$ cat config.mk
export PLATFORM = sky130hd
export DESIGN_NAME = fixed_frame_checker_additive_sum
export DESIGN_NICKNAME = d
export VERILOG_FILES = /design/src/hdl/ffcas_pkg.sv /design/src/hdl/fixed_frame_checker_additive_sum.sv
export SDC_FILE = /design/constraint.sdc
export NUM_CORES = 1
export LEC_CHECK = 0
export ABC_CLOCK_PERIOD_IN_PS = 12000
export BUFFER_PORTS_ARGS = -buffer_cell sky130_fd_sc_hd__buf_4
export CELL_PAD_IN_SITES_DETAIL_PLACEMENT = 1
export CELL_PAD_IN_SITES_GLOBAL_PLACEMENT = 1
export CORE_MARGIN = 10
export CORE_UTILIZATION = 48
export DETAILED_ROUTE_END_ITERATION = 12
export GPL_TIMING_DRIVEN = 0
export PLACE_DENSITY = 0.83
export SYNTH_ARGS = -nofsm -noshare
export SYNTH_HDL_FRONTEND = slang
export SYNTH_SLANG_ARGS = --single-unit
$ cat constraint.sdc
create_clock -name clk -period 12 [get_ports clk]
set_input_delay 0.6 -clock clk [delete_from_list [all_inputs] [get_ports clk]]
set_output_delay 0.6 -clock clk [all_outputs]
set_load 0.01 [all_outputs]
$ cat src/hdl/ffcas_pkg.sv
// Package: constants, codes and result type for the fixed frame checker.
package ffcas_pkg;

  localparam int HEADER_BYTES_DEF = 1;
  localparam int MAX_PAYLOAD_DEF  = 16;
  localparam int FRAME_BYTES_DEF  = 22;

  localparam logic [7:0] HEADER_RESET = 8'h11;

  localparam int LEN_W   = 16;
  localparam int SUM_W   = 16;
  localparam int BYTE_W  = 8;
  localparam int IDX_W   = 4;
  localparam int PLEN_W  = 5;
  localparam int ODATA_W = 24;

  typedef enum logic {
    KIND_PAYLOAD = 1'b0,
    KIND_VERDICT = 1'b1
  } kind_t;

  typedef enum logic [1:0] {
    VERDICT_OK      = 2'd0,
    VERDICT_HDR_BAD = 2'd1,
    VERDICT_LEN_BAD = 2'd2,
    VERDICT_SUM_BAD = 2'd3
  } verdict_t;

  typedef struct packed {
    kind_t               kind;
    logic [BYTE_W-1:0]   payload_byte;
    logic [IDX_W-1:0]    payload_index;
    verdict_t            verdict;
    logic [PLEN_W-1:0]   payload_length;
  } result_t;

endpackage

$ cat src/hdl/fixed_frame_checker_additive_sum.sv
// Fixed-length frame checker with 16-bit additive checksum, top level.
//
//  channel | signals                              | direction
//  --------+--------------------------------------+----------
//  in      | in_tvalid in_tready in_tdata in_tuser| sink
//  out     | out_tvalid out_tready out_tdata      | source
//          | out_tuser                            |
//  cfg     | cfg_valid cfg_ready cfg_data         | sink
//
// One beat per cycle in while in_tready is high; results are registered.
// Frame state updates in the same cycle a beat is taken.
// A two-entry output stage (result reg + skid reg) keeps in_tready high
// while one result waits; in_tready drops only when both are full.
// rst_n is synchronous: clears frame state, header reg back to 0x11.
module fixed_frame_checker_additive_sum #(
  parameter int HEADER_BYTES = ffcas_pkg::HEADER_BYTES_DEF,
  parameter int MAX_PAYLOAD  = ffcas_pkg::MAX_PAYLOAD_DEF,
  parameter int FRAME_BYTES  = ffcas_pkg::FRAME_BYTES_DEF
) (
  input  logic        clk,
  input  logic        rst_n,
  input  logic        in_tvalid,
  output logic        in_tready,
  input  logic [7:0]  in_tdata,   // [7:0] rx_byte
  input  logic        in_tuser,   // [0] frame_start
  output logic        out_tvalid,
  input  logic        out_tready,
  output logic [23:0] out_tdata,  // [7:0] payload_byte, [11:8] payload_index,
                                  // [13:12] verdict, [18:14] payload_length
  output logic        out_tuser,  // [0] kind
  input  logic        cfg_valid,
  output logic        cfg_ready,
  input  logic [7:0]  cfg_data    // header_word
);

  localparam int POS_W = (FRAME_BYTES > 1) ? $clog2(FRAME_BYTES) : 1;
  localparam logic [ffcas_pkg::LEN_W-1:0] LAST_POS16 =
    ffcas_pkg::LEN_W'(FRAME_BYTES - 1);
  localparam logic [ffcas_pkg::LEN_W-1:0] CSUM_HI_POS16 =
    ffcas_pkg::LEN_W'(FRAME_BYTES - 2);
  localparam logic [ffcas_pkg::LEN_W-1:0] HDR16 = ffcas_pkg::LEN_W'(HEADER_BYTES);
  localparam logic [ffcas_pkg::LEN_W-1:0] LEN_LO_POS16 =
    ffcas_pkg::LEN_W'(HEADER_BYTES + 1);
  localparam logic [ffcas_pkg::LEN_W-1:0] PLD_OFS16 = ffcas_pkg::LEN_W'(HEADER_BYTES + 2);
  localparam logic [ffcas_pkg::LEN_W-1:0] MAX_PLD16 = ffcas_pkg::LEN_W'(MAX_PAYLOAD);

  logic [7:0]                     hdr_word_r;
  logic [POS_W-1:0]               pos_r, pos_nxt;
  logic                           hdr_ok_r, hdr_ok_nxt;
  logic [ffcas_pkg::LEN_W-1:0]    len_r, len_nxt;
  logic [ffcas_pkg::SUM_W-1:0]    sum_r, sum_nxt;
  logic [7:0]                     csum_hi_r, csum_hi_nxt;

  ffcas_pkg::result_t             out_res_r, out_res_nxt;
  logic                           out_vld_r, out_vld_nxt;
  ffcas_pkg::result_t             skid_res_r, skid_res_nxt;
  logic                           skid_vld_r, skid_vld_nxt;

  logic                           in_acc;
  logic [7:0]                     b;
  logic [POS_W-1:0]               p;
  logic [ffcas_pkg::LEN_W-1:0]    p16, idx16;
  logic                           hm;
  logic [ffcas_pkg::LEN_W-1:0]    len;
  logic [ffcas_pkg::SUM_W-1:0]    sum;
  logic [7:0]                     csh;
  logic [ffcas_pkg::SUM_W-1:0]    got;
  ffcas_pkg::result_t             res;
  logic                           has_res;
  ffcas_pkg::verdict_t            vrd;

  assign in_tready = !skid_vld_r;
  assign in_acc    = in_tvalid && in_tready;
  assign cfg_ready = 1'b1;

  assign b   = in_tdata;
  assign p   = in_tuser ? '0 : pos_r;
  assign hm  = in_tuser ? 1'b1 : hdr_ok_r;
  assign len = in_tuser ? '0 : len_r;
  assign sum = in_tuser ? '0 : sum_r;
  assign csh = in_tuser ? '0 : csum_hi_r;
  assign p16 = ffcas_pkg::LEN_W'(p);
  assign idx16 = p16 - PLD_OFS16;
  assign got = {csh, b};

  always_comb begin
    if (!hm) begin
      vrd = ffcas_pkg::VERDICT_HDR_BAD;
    end else if (len > MAX_PLD16) begin
      vrd = ffcas_pkg::VERDICT_LEN_BAD;
    end else if (sum != got) begin
      vrd = ffcas_pkg::VERDICT_SUM_BAD;
    end else begin
      vrd = ffcas_pkg::VERDICT_OK;
    end
  end

  always_comb begin
    pos_nxt     = p + POS_W'(1);
    hdr_ok_nxt  = hm;
    len_nxt     = len;
    sum_nxt     = sum;
    csum_hi_nxt = csh;
    has_res     = 1'b0;
    res         = '0;
    if (p16 >= LAST_POS16) begin
      has_res            = 1'b1;
      res.kind           = ffcas_pkg::KIND_VERDICT;
      res.verdict        = vrd;
      res.payload_length = (vrd == ffcas_pkg::VERDICT_OK || vrd == ffcas_pkg::VERDICT_SUM_BAD)
                           ? len[ffcas_pkg::PLEN_W-1:0] : '0;
      pos_nxt            = '0;
      hdr_ok_nxt         = 1'b1;
      len_nxt            = '0;
      sum_nxt            = '0;
      csum_hi_nxt        = '0;
    end else if (p16 == CSUM_HI_POS16) begin
      csum_hi_nxt = b;
    end else if (p16 < HDR16) begin
      if (b != hdr_word_r) begin
        hdr_ok_nxt = 1'b0;
      end
    end else if (p16 == HDR16) begin
      len_nxt = {b, 8'h00};
    end else if (p16 == LEN_LO_POS16) begin
      len_nxt = {len[15:8], b};
    end else if (hm && (len <= MAX_PLD16) && (idx16 < len)) begin
      sum_nxt           = sum + ffcas_pkg::SUM_W'(b);
      has_res           = 1'b1;
      res.kind          = ffcas_pkg::KIND_PAYLOAD;
      res.payload_byte  = b;
      res.payload_index = idx16[ffcas_pkg::IDX_W-1:0];
    end
  end

  // output register with skid
  always_comb begin
    out_vld_nxt  = out_vld_r;
    out_res_nxt  = out_res_r;
    skid_vld_nxt = skid_vld_r;
    skid_res_nxt = skid_res_r;
    if (!out_vld_r || out_tready) begin
      if (skid_vld_r) begin
        out_vld_nxt  = 1'b1;
        out_res_nxt  = skid_res_r;
        skid_vld_nxt = 1'b0;
      end else begin
        out_vld_nxt = in_acc && has_res;
        out_res_nxt = res;
      end
    end else if (in_acc && has_res) begin
      skid_vld_nxt = 1'b1;
      skid_res_nxt = res;
    end
  end

  always_ff @(posedge clk) begin
    if (!rst_n) begin
      hdr_word_r <= ffcas_pkg::HEADER_RESET;
      pos_r      <= '0;
      hdr_ok_r   <= 1'b1;
      len_r      <= '0;
      sum_r      <= '0;
      csum_hi_r  <= '0;
      out_vld_r  <= 1'b0;
      skid_vld_r <= 1'b0;
    end else begin
      if (cfg_valid && cfg_ready) begin
        hdr_word_r <= cfg_data;
      end
      if (in_acc) begin
        pos_r     <= pos_nxt;
        hdr_ok_r  <= hdr_ok_nxt;
        len_r     <= len_nxt;
        sum_r     <= sum_nxt;
        csum_hi_r <= csum_hi_nxt;
      end
      out_vld_r  <= out_vld_nxt;
      skid_vld_r <= skid_vld_nxt;
    end
  end

  always_ff @(posedge clk) begin
    out_res_r  <= out_res_nxt;
    skid_res_r <= skid_res_nxt;
  end

  assign out_tvalid = out_vld_r;
  assign out_tuser  = out_res_r.kind;
  assign out_tdata  = {5'b0, out_res_r.payload_length, out_res_r.verdict,
                       out_res_r.payload_index, out_res_r.payload_byte};

  a_skid_needs_out: assert property (@(posedge clk) disable iff (!rst_n)
    skid_vld_r |-> out_vld_r)
    else $error("skid entry held while output register empty");

  a_pos_range: assert property (@(posedge clk) disable iff (!rst_n)
    ffcas_pkg::LEN_W'(pos_r) <= LAST_POS16)
    else $error("frame position past last byte");

  a_stall_to_skid: assert property (@(posedge clk) disable iff (!rst_n)
    (out_vld_r && !out_tready && in_acc && has_res) |=> skid_vld_r)
    else $error("result lost on stalled output");

  a_verdict_no_byte: assert property (@(posedge clk) disable iff (!rst_n)
    (out_vld_r && out_res_r.kind == ffcas_pkg::KIND_VERDICT)
      |-> (out_res_r.payload_byte == '0 && out_res_r.payload_index == '0))
    else $error("verdict beat carries payload data");

  a_len_bad_no_len: assert property (@(posedge clk) disable iff (!rst_n)
    (out_vld_r && out_res_r.kind == ffcas_pkg::KIND_VERDICT &&
     out_res_r.verdict == ffcas_pkg::VERDICT_LEN_BAD) |-> out_res_r.payload_length == '0)
    else $error("length reported on length-too-large verdict");

endmodule
==> results of run 1 <==
==> sequential cells by signal, summed over array words and instances, names as in the netlist <==
| name | flops |
|---|---|
| hdr_ok_r | 1 |
| pos_r | 5 |
| skid_vld_r | 1 |
| sum_r | 16 |
| len_r | 16 |
| out_tvalid | 1 |
| hdr_word_r | 8 |
| skid_res_r | 20 |
| out_tdata | 19 |
| csum_hi_r | 8 |
| out_tuser | 1 |
==> power by group through the flow <==
stage          sequential (mW)  clock [mW]  combinational [mW]
6_report                 0.342       0.235              0.0494
5_1_grt                  0.343       0.248              0.0530
4_1_cts                  0.342       0.235              0.0486
3_5_place_dp             0.350           0              0.0482
3_3_place_gp             0.350           0              0.0462
2_1_floorplan            0.349           0              0.0285
==> layer usage <==
metal,global-route usage,vias to the layer above,routed length (um),part of all wire
met2,0.346,125,7480,0.51
met5,0,-,0,0
met4,0.0932,0,440,0.030
met3,0.0283,34,672,0.045
li1,-,2015,-,-
met1,0.233,2146,6180,0.42
==> final cells by class <==
class,instances,area [um^2]
clock inverter,4,76.3
buffer,27,143
sequential,96,2320
fill,1189,4540
multi-input combinational,393,2620
inverter,12,45.0
tap,136,170
clock buffer,12,135
timing repair buffer,42,319
==> layout by cell type, fill, tap and decap left out, drive strengths merged, types with 5 or more instances in the layout <==
master / n
a211oi: 6
a21boi: 5
a21oi: 16
a22oi: 20
and2: 12
and3: 11
buf: 53
clkbuf: 28
conb: 6
dfxtp: 56
edfxtp: 40
ha: 15
inv: 12
mux2: 15
mux2i: 8
nand2: 62
nand3: 21
nor2: 26
nor2b: 39
nor3: 9
nor4: 9
o211ai: 5
o21ai: 30
o31ai: 9
xor2: 19
==> worst max-delay path, stage by stage <==
cell,delay [ns]
sky130_fd_sc_hd__buf_4,0.12
sky130_fd_sc_hd__buf_2,0.27
sky130_fd_sc_hd__clkbuf_1,0.47
sky130_fd_sc_hd__clkbuf_1,0.55
sky130_fd_sc_hd__nor2_1,0.22
sky130_fd_sc_hd__inv_1,0.11
sky130_fd_sc_hd__ha_1,0.22
sky130_fd_sc_hd__o21ai_0,0.13
sky130_fd_sc_hd__o21ai_0,0.20
sky130_fd_sc_hd__a2111oi_4,0.79
sky130_fd_sc_hd__buf_6,0.27
sky130_fd_sc_hd__nor2_1,0.07
sky130_fd_sc_hd__nor3_2,0.56
sky130_fd_sc_hd__buf_6,0.27
==> cell families after synthesis <==
family          Yosys count  share of synthesized area
buf+inv                  39                     0.0367
mux                      23                     0.0502
other cells               2                    0.00147
compound gates          118                      0.166
flops                    96                      0.454
xor+xnor                 23                     0.0394
simple gates            207                      0.211
fa+ha+maj                16                     0.0406
==> worst max-delay path by stage <==
stage	endpoint	cells after the start	startpoint	slack (ns)
floorplan	skid_res_r[0]	12	in_tuser	7.25
global placement	skid_res_r[11]	13	in_tuser	5.69
detailed placement	skid_res_r[14]	14	in_tuser	6.95
CTS	skid_res_r[0]	14	in_tuser	7.29
global route	skid_res_r[1]	14	in_tuser	6.97
finish	skid_res_r[18]	14	in_tuser	7.23
==> metrics.log, run 1 <==
[metrics] post-synth design cell area: 0.00511 mm^2
[metrics] Sinks on Clock Net: 96
[metrics] share of the yosys chip area belonging to registers: 0.454
[metrics] fraction of layout cells with a size suffix above 1: 0.171
[metrics] internal power component: 476 uW
[metrics] IO Count: 50
[metrics] endpoint of the lowest-slack register-to-register path: skid_res_r[18]
[metrics] Hold Crit Class: primary input to flip-flop
[metrics] clock transition at the register clock pins on the worst setup and hold paths after CTS: 0.09 ns
[metrics] maximum clock rate: 210 MHz
[metrics] count of vias placed by the detailed router: 4,320
[metrics] worst hold path cell count: 3
[metrics] detailed-routing iteration count for the pre-antenna-repair pass: 5
[metrics] critical hold path startpoint: cfg_data[4]
[metrics] final worst slack: 7.23 ns
[metrics] Synth async-reset ratio: 0
[metrics] core area: 0.0104 mm^2
[metrics] unrepaired setup endpoints after global routing: false
[metrics] launching element type of the critical path: primary input
[metrics] clock latency at the later pin of the worst-skew pair: 0.38 ns
[metrics] logic depth of the worst register-to-register path: 14
[metrics] Register-to-Register Setup Slack: 7.54 ns
[metrics] maximum fanout encountered on the critical timing path: 13
[metrics] drt via density: 5.98
[metrics] Gate Count Post-Synth: 524
[metrics] post-placement setup slack: 6.95 ns
[metrics] number of setup violations in the final report: 0
[metrics] post-layout min period: 4.77 ns
[metrics] area enclosed by the die boundary: 0.0152 mm^2
[metrics] total detailed-routing wirelength: 14,800 um
[metrics] design area: 0.00583 mm^2
[metrics] power per cell area: 107 mW/mm^2
[metrics] maximum level of the CTS H-tree: 3
[metrics] synth cell count leaders: sky130_fd_sc_hd__nand2_1, sky130_fd_sc_hd__dfxtp_1, sky130_fd_sc_hd__edfxtp_1
[metrics] Final Hold Slack: 0.452 ns
[metrics] actual slew at the worst max-slew pin: 1.29 ns
[metrics] summed negative setup slack over all endpoints: 0 ns
[metrics] Data required, critical path: 12.09 ns
[metrics] count of buffers added by post-CTS timing repair for setup: 0
[metrics] largest area contributor in the netlist: sky130_fd_sc_hd__edfxtp_1
[metrics] Endpoint, Worst Hold: hdr_word_r[4]
[metrics] Synth Area per Inst: 9.75 um^2
[metrics] routed wirelength normalized by instance count: 20.5 um
[metrics] net switching power: 150 uW
[metrics] Die X: 123 um
[metrics] cell chosen for the clock root: sky130_fd_sc_hd__clkbuf_8
[metrics] leakage power figure: 2.30 nW
[metrics] count of flip-flops with a built-in enable after synthesis: 40
[metrics] # resized after CTS: 0
[metrics] total of buffers placed on input and output ports: 41
[metrics] hold buffer count at cts: 0
[metrics] initial DRC count: 354
[metrics] arrival time at the worst endpoint: 4.86 ns
[metrics] layout overhead on the synthesized area: 14.1%
[metrics] Die Y-Extent: 123 um
[metrics] Total Power: 626 uW
[metrics] cell total after placement: 706
[metrics] MaxCap Viol Count: 0
[metrics] maximum root-to-sink buffer count: 2
[metrics] Antenna Nets Post-Route: 0
[metrics] dominant register cell in the synthesized netlist: sky130_fd_sc_hd__dfxtp_1
[metrics] first-pass GRT wire length: 23,700 um
[metrics] RR Startpoint: pos_r[1]
[metrics] sequential cell fraction of total power: 0.547
[metrics] post-route core utilization: 0.562
[metrics] Setup Crit Path Kind: primary input to flip-flop
[metrics] number of synthesis warnings: 0
[metrics] total half-perimeter wirelength after legalization and detailed placement: 11,000 um
[metrics] sum of overflow across all layers after global routing: 0
[metrics] top cell type's share of synthesized area: 0.235
[metrics] clock tree skew after final layout: 0.0127 ns
[metrics] Std-Cell Rows: 37
[metrics] cells taking the most area after synthesis: sky130_fd_sc_hd__edfxtp_1, sky130_fd_sc_hd__dfxtp_1, sky130_fd_sc_hd__nor2b_1
[metrics] switching portion of total power: 0.240
[metrics] global-route usage over all layers: 0.197
[metrics] NumNets Final: 619
[metrics] antenna violations before repair: 0
[metrics] largest net degree at the start of global routing: 22
[metrics] distinct cell type count after synthesis: 62
[metrics] DRC: 0
[metrics] Clk pwr share: 0.375
[metrics] flop and latch count out of synthesis: 96
[metrics] worst slew margin relative to its limit: 0.130
[metrics] via count of the first global-routing pass: 4,551
[metrics] most common cell in the netlist: sky130_fd_sc_hd__nand2_1
[metrics] routability congestion estimate: 0.897
[metrics] total clock buffers created by CTS: 9
[metrics] Initial Util: 0.493
[metrics] IR Drop Worst-Case VDD: 0.0557 mV
[metrics] CTS tree: done
[metrics] dpl cell area: 0.00562 mm^2
[metrics] Gate power share: 0.079
[metrics] Final Instance Count excl. Fillers: 722
[metrics] critical path capture point type: flip-flop
[metrics] final-report max-slew violation count: 0
[metrics] final worst-path cycle share: 0.397
[metrics] result of the run: finished clean
[metrics] antenna fix cells: 0
[metrics] hold violation count in the final report: 0
(Power assumes the default switching activity.)
==> run 2: changes to the inputs <==
ABC_AREA = 1   (was unset)
ABC_CLOCK_PERIOD_IN_PS = 4450   (was 12000)
CORE_UTILIZATION = 44   (was 48)
PLACE_DENSITY = 0.82   (was 0.83)
clock period = 4.45 ns   (was 12 ns; I/O delays follow)
==> run 2 against run 1 <==
Against the previous run:
- global-route usage up 1.8 points
- worst hold slack worse by 0.36 ns
- first-iteration DRC count down 17%
- final cell count up 43%
- largest power group unchanged
- design area up 14%
- synthesized area up 13%
==> metrics.log, run 2 <==
[metrics] result of the run: finished clean
[metrics] IR Drop Worst-Case VDD: 0.175 mV
[metrics] final worst-path cycle share: 0.855
[metrics] dominant register cell in the synthesized netlist: sky130_fd_sc_hd__dfxtp_1
[metrics] end of the critical path: skid_res_r[8]
[metrics] Final Instance Count excl. Fillers: 1,036
[metrics] maximum root-to-sink buffer count: 2
[metrics] leakage power figure: 2.87 nW
[metrics] count of vias placed by the detailed router: 5,677
[metrics] number of setup violations in the final report: 0
[metrics] Data required, critical path: 4.43 ns
[metrics] Reg with most FFs: skid_res_r
[metrics] clock latency at the later pin of the worst-skew pair: 0.36 ns
[metrics] Die X: 134 um
[metrics] Hold Crit Class: primary input to flip-flop
[metrics] Register-to-Register Setup Slack: 0.64 ns
[metrics] routed wirelength normalized by instance count: 18.4 um
[metrics] Sinks on Clock Net: 96
[metrics] cell repeated most along the worst path: sky130_fd_sc_hd__nand2_1
[metrics] Setup Crit Path Kind: flip-flop to flip-flop
[metrics] buffers and inverters on the worst path: 3
[metrics] Antenna Nets Post-Route: 0
[metrics] DRC: 0
[metrics] CTS tree: done
[metrics] actual slew at the worst max-slew pin: 0.967 ns
[metrics] most frequent cells in the layout: sky130_fd_sc_hd__nand2_1, sky130_fd_sc_hd__nor2_1, sky130_fd_sc_hd__a21oi_1
[metrics] area enclosed by the die boundary: 0.0180 mm^2
[metrics] NumNets Final: 897
[metrics] distinct cell type count after synthesis: 41
[metrics] final-report max-slew violation count: 0
[metrics] family of cells with the greatest summed delay on the critical path: simple AND/OR/NAND/NOR gates
[metrics] largest area contributor in the netlist: sky130_fd_sc_hd__edfxtp_1
[metrics] Gate Count Post-Synth: 803
[metrics] # resized after CTS: 0
[metrics] cells taking the most area after synthesis: sky130_fd_sc_hd__edfxtp_1, sky130_fd_sc_hd__dfxtp_1, sky130_fd_sc_hd__nand2_1
[metrics] synth cell count leaders: sky130_fd_sc_hd__nand2_1, sky130_fd_sc_hd__nor2_1, sky130_fd_sc_hd__a21oi_1
[metrics] filler cell count: 1,681
[metrics] Die Y-Extent: 134 um
[metrics] cell total after placement: 1,020
[metrics] power per cell area: 310 mW/mm^2
[metrics] simple-gate portion of the synthesized area: 0.305
[metrics] combinational family with the most area after synthesis: simple AND/OR/NAND/NOR gates
[metrics] number of flip-flops in the largest register: 20
[metrics] largest net degree at the start of global routing: 24
[metrics] mux share of post-synthesis cell area: 0
[metrics] CP max-delay cell: sky130_fd_sc_hd__nor2_2
[metrics] top cell type's share of synthesized area: 0.209
[metrics] sum of overflow across all layers after global routing: 0
[metrics] worst stage delay on the critical path: 0.77 ns
[metrics] via count of the first global-routing pass: 6,161
[metrics] total clock buffers created by CTS: 9
[metrics] maximum level of the CTS H-tree: 3
[metrics] most common cell in the netlist: sky130_fd_sc_hd__nand2_1
[metrics] share of the yosys chip area belonging to registers: 0.404
[metrics] drt via density: 5.48
[metrics] number of synthesis warnings: 0
[metrics] clock tree skew after final layout: 0.00915 ns
[metrics] crit path cell chain: inv_2, nor2_1, inv_1, nor2_1, inv_1, o21ai_0, ha_1, nand2_1, nand2_1, nand2_1, nand2_1, nand2_1, nand2_1, nand4_1, nand3_4, nor2_4, o21ai_1, nor2_2
[metrics] count of flip-flops with a built-in enable after synthesis: 40
[metrics] fraction of layout cells with a size suffix above 1: 0.112
[metrics] detailed-routing iteration count for the pre-antenna-repair pass: 5
[metrics] Final Hold Slack: 0.0910 ns
[metrics] total of buffers placed on input and output ports: 41
[metrics] hold buffer count at cts: 0
[metrics] initial DRC count: 295
[metrics] count of buffers added by post-CTS timing repair for setup: 0
[metrics] unrepaired setup endpoints after global routing: false
[metrics] Synth Area per Inst: 7.16 um^2
[metrics] layout overhead on the synthesized area: 15.2%
[metrics] MaxCap Viol Count: 0
[metrics] maximum clock rate: 263 MHz
[metrics] antenna fix cells: 0
[metrics] xor/xnor cell area share of the yosys netlist: 0.0213
[metrics] critical path capture point type: flip-flop
[metrics] cell count along the critical path: 18
[metrics] share of synthesized cell area in full adder, half adder and majority cells: 0.0361
[metrics] total detailed-routing wirelength: 19,100 um
[metrics] RR Startpoint: pos_r[0]
[metrics] Critical Path Source: pos_r[0]
[metrics] maximum fanout encountered on the critical timing path: 20
[metrics] hold violation count in the final report: 0
[metrics] IO Count: 50
[metrics] worst slew margin relative to its limit: 0.355
[metrics] first-pass GRT wire length: 31,400 um
[metrics] cell chosen for the clock root: sky130_fd_sc_hd__clkbuf_16
[metrics] antenna violations before repair: 0
[metrics] global-route usage over all layers: 0.215
[metrics] arrival time at the worst endpoint: 3.78 ns
[metrics] endpoint of the lowest-slack register-to-register path: skid_res_r[8]
[metrics] post-synth design cell area: 0.00575 mm^2
[metrics] total half-perimeter wirelength after legalization and detailed placement: 14,600 um
[metrics] launching element type of the critical path: flip-flop
[metrics] Initial Util: 0.452
[metrics] routability congestion estimate: 0.945
[metrics] core area: 0.0127 mm^2
[metrics] flop and latch count out of synthesis: 96
[metrics] logic depth of the worst register-to-register path: 18
[metrics] clock transition at the register clock pins on the worst setup and hold paths after CTS: 0.07 ns
[metrics] final worst slack: 0.643 ns
[metrics] most frequent standard cell in the layout excluding fill and tap cells: sky130_fd_sc_hd__nand2_1
[metrics] post-route core utilization: 0.521
[metrics] complex-gate fraction of the synthesized area: 0.144
[metrics] Synth async-reset ratio: 0
[metrics] post-layout min period: 3.81 ns
[metrics] Std-Cell Rows: 41
[metrics] post-placement setup slack: 0.306 ns
[run 2: changes by cell type in the layout (fill, tap and decap cells not counted), sizes merged, moves of 16 or more]
cell,change
a22oi,-20
nor2b,-39
a21oi,+62
inv,+68
nand3,+24
xor2,-16
nand2,+185
nor2,+66
[run 2: layout make-up]
| class | instances | area (um^2) | share of cell area |
|---|---|---|---|
| Buffer | 37 | 210 | 0.0317 |
| Tap cell | 172 | 215 | 0.0325 |
| Multi-Input combinational cell | 594 | 2940 | 0.443 |
| Sequential cell | 96 | 2320 | 0.350 |
| Inverter | 80 | 300 | 0.0453 |
| Clock inverter | 5 | 82.6 | 0.0125 |
| Clock buffer | 11 | 254 | 0.0383 |
| Timing Repair Buffer | 41 | 308 | 0.0464 |
[run 2: report_power, final]
group          internal (mW)  leakage, nW  switching [mW]  total [mW]
combinational         0.0729         1.86           0.154       0.227
clock                  0.531        0.166           0.357       0.888
sequential             0.927        0.847          0.0131       0.940
total                   1.53         2.87           0.524        2.05
[run 2: kinds of logic after synthesis]
family,after synthesis
compound gates,148
simple gates,410
fa+ha+maj,16
buf+inv,117
flops,96
xor+xnor,14
other cells,2
[run 2: worst min-delay path by stage]
stage	startpoint	to	slack, ns	depth (start not counted)
final	cfg_data[3]	hdr_word_r[3]	0.09	3
after global routing	cfg_data[3]	hdr_word_r[3]	0.1	3
after CTS	cfg_data[0]	hdr_word_r[0]	0.09	3
after detailed placement	cfg_data[0]	hdr_word_r[0]	0.45	3
after global placement	cfg_data[0]	hdr_word_r[0]	0.44	3
after floorplan	cfg_data[0]	hdr_word_r[0]	0.35	2
[run 2: stage by stage]
step | power [mW] | area (um^2) | setup TNS, ns
finish | 2.05 | 6630 | 0
global route | 2.12 | 6630 | 0
CTS | 2.06 | 6630 | 0
detailed placement | 1.18 | 6290 | 0
global placement | 1.17 | 6290 | -0.383
floorplan | 1.09 | 5770 | 0
[run 2: routing by layer]
metal	global-route usage	routed length [um]	share of wire	up-vias
met5	0	0	0	-
met1	0.256	8240	0.43	2743
met4	0.0937	645	0.034	0
met3	0.0340	924	0.048	37
li1	-	-	-	2749
met2	0.374	9270	0.49	148
[run 2: worst reg2reg max path: stages (launching register included)]
cell and delay, ns:
sky130_fd_sc_hd__dfxtp_1 0.50, sky130_fd_sc_hd__inv_2 0.04, sky130_fd_sc_hd__nor2_1 0.23, sky130_fd_sc_hd__inv_1 0.07
sky130_fd_sc_hd__nor2_1 0.14, sky130_fd_sc_hd__inv_1 0.06, sky130_fd_sc_hd__o21ai_0 0.15, sky130_fd_sc_hd__ha_1 0.32
sky130_fd_sc_hd__nand2_1 0.09, sky130_fd_sc_hd__nand2_1 0.06, sky130_fd_sc_hd__nand2_1 0.05, sky130_fd_sc_hd__nand2_1 0.09
sky130_fd_sc_hd__nand2_1 0.08, sky130_fd_sc_hd__nand2_1 0.07, sky130_fd_sc_hd__nand4_1 0.15, sky130_fd_sc_hd__nand3_4 0.15
sky130_fd_sc_hd__nor2_4 0.28, sky130_fd_sc_hd__o21ai_1 0.14, sky130_fd_sc_hd__nor2_2 0.77
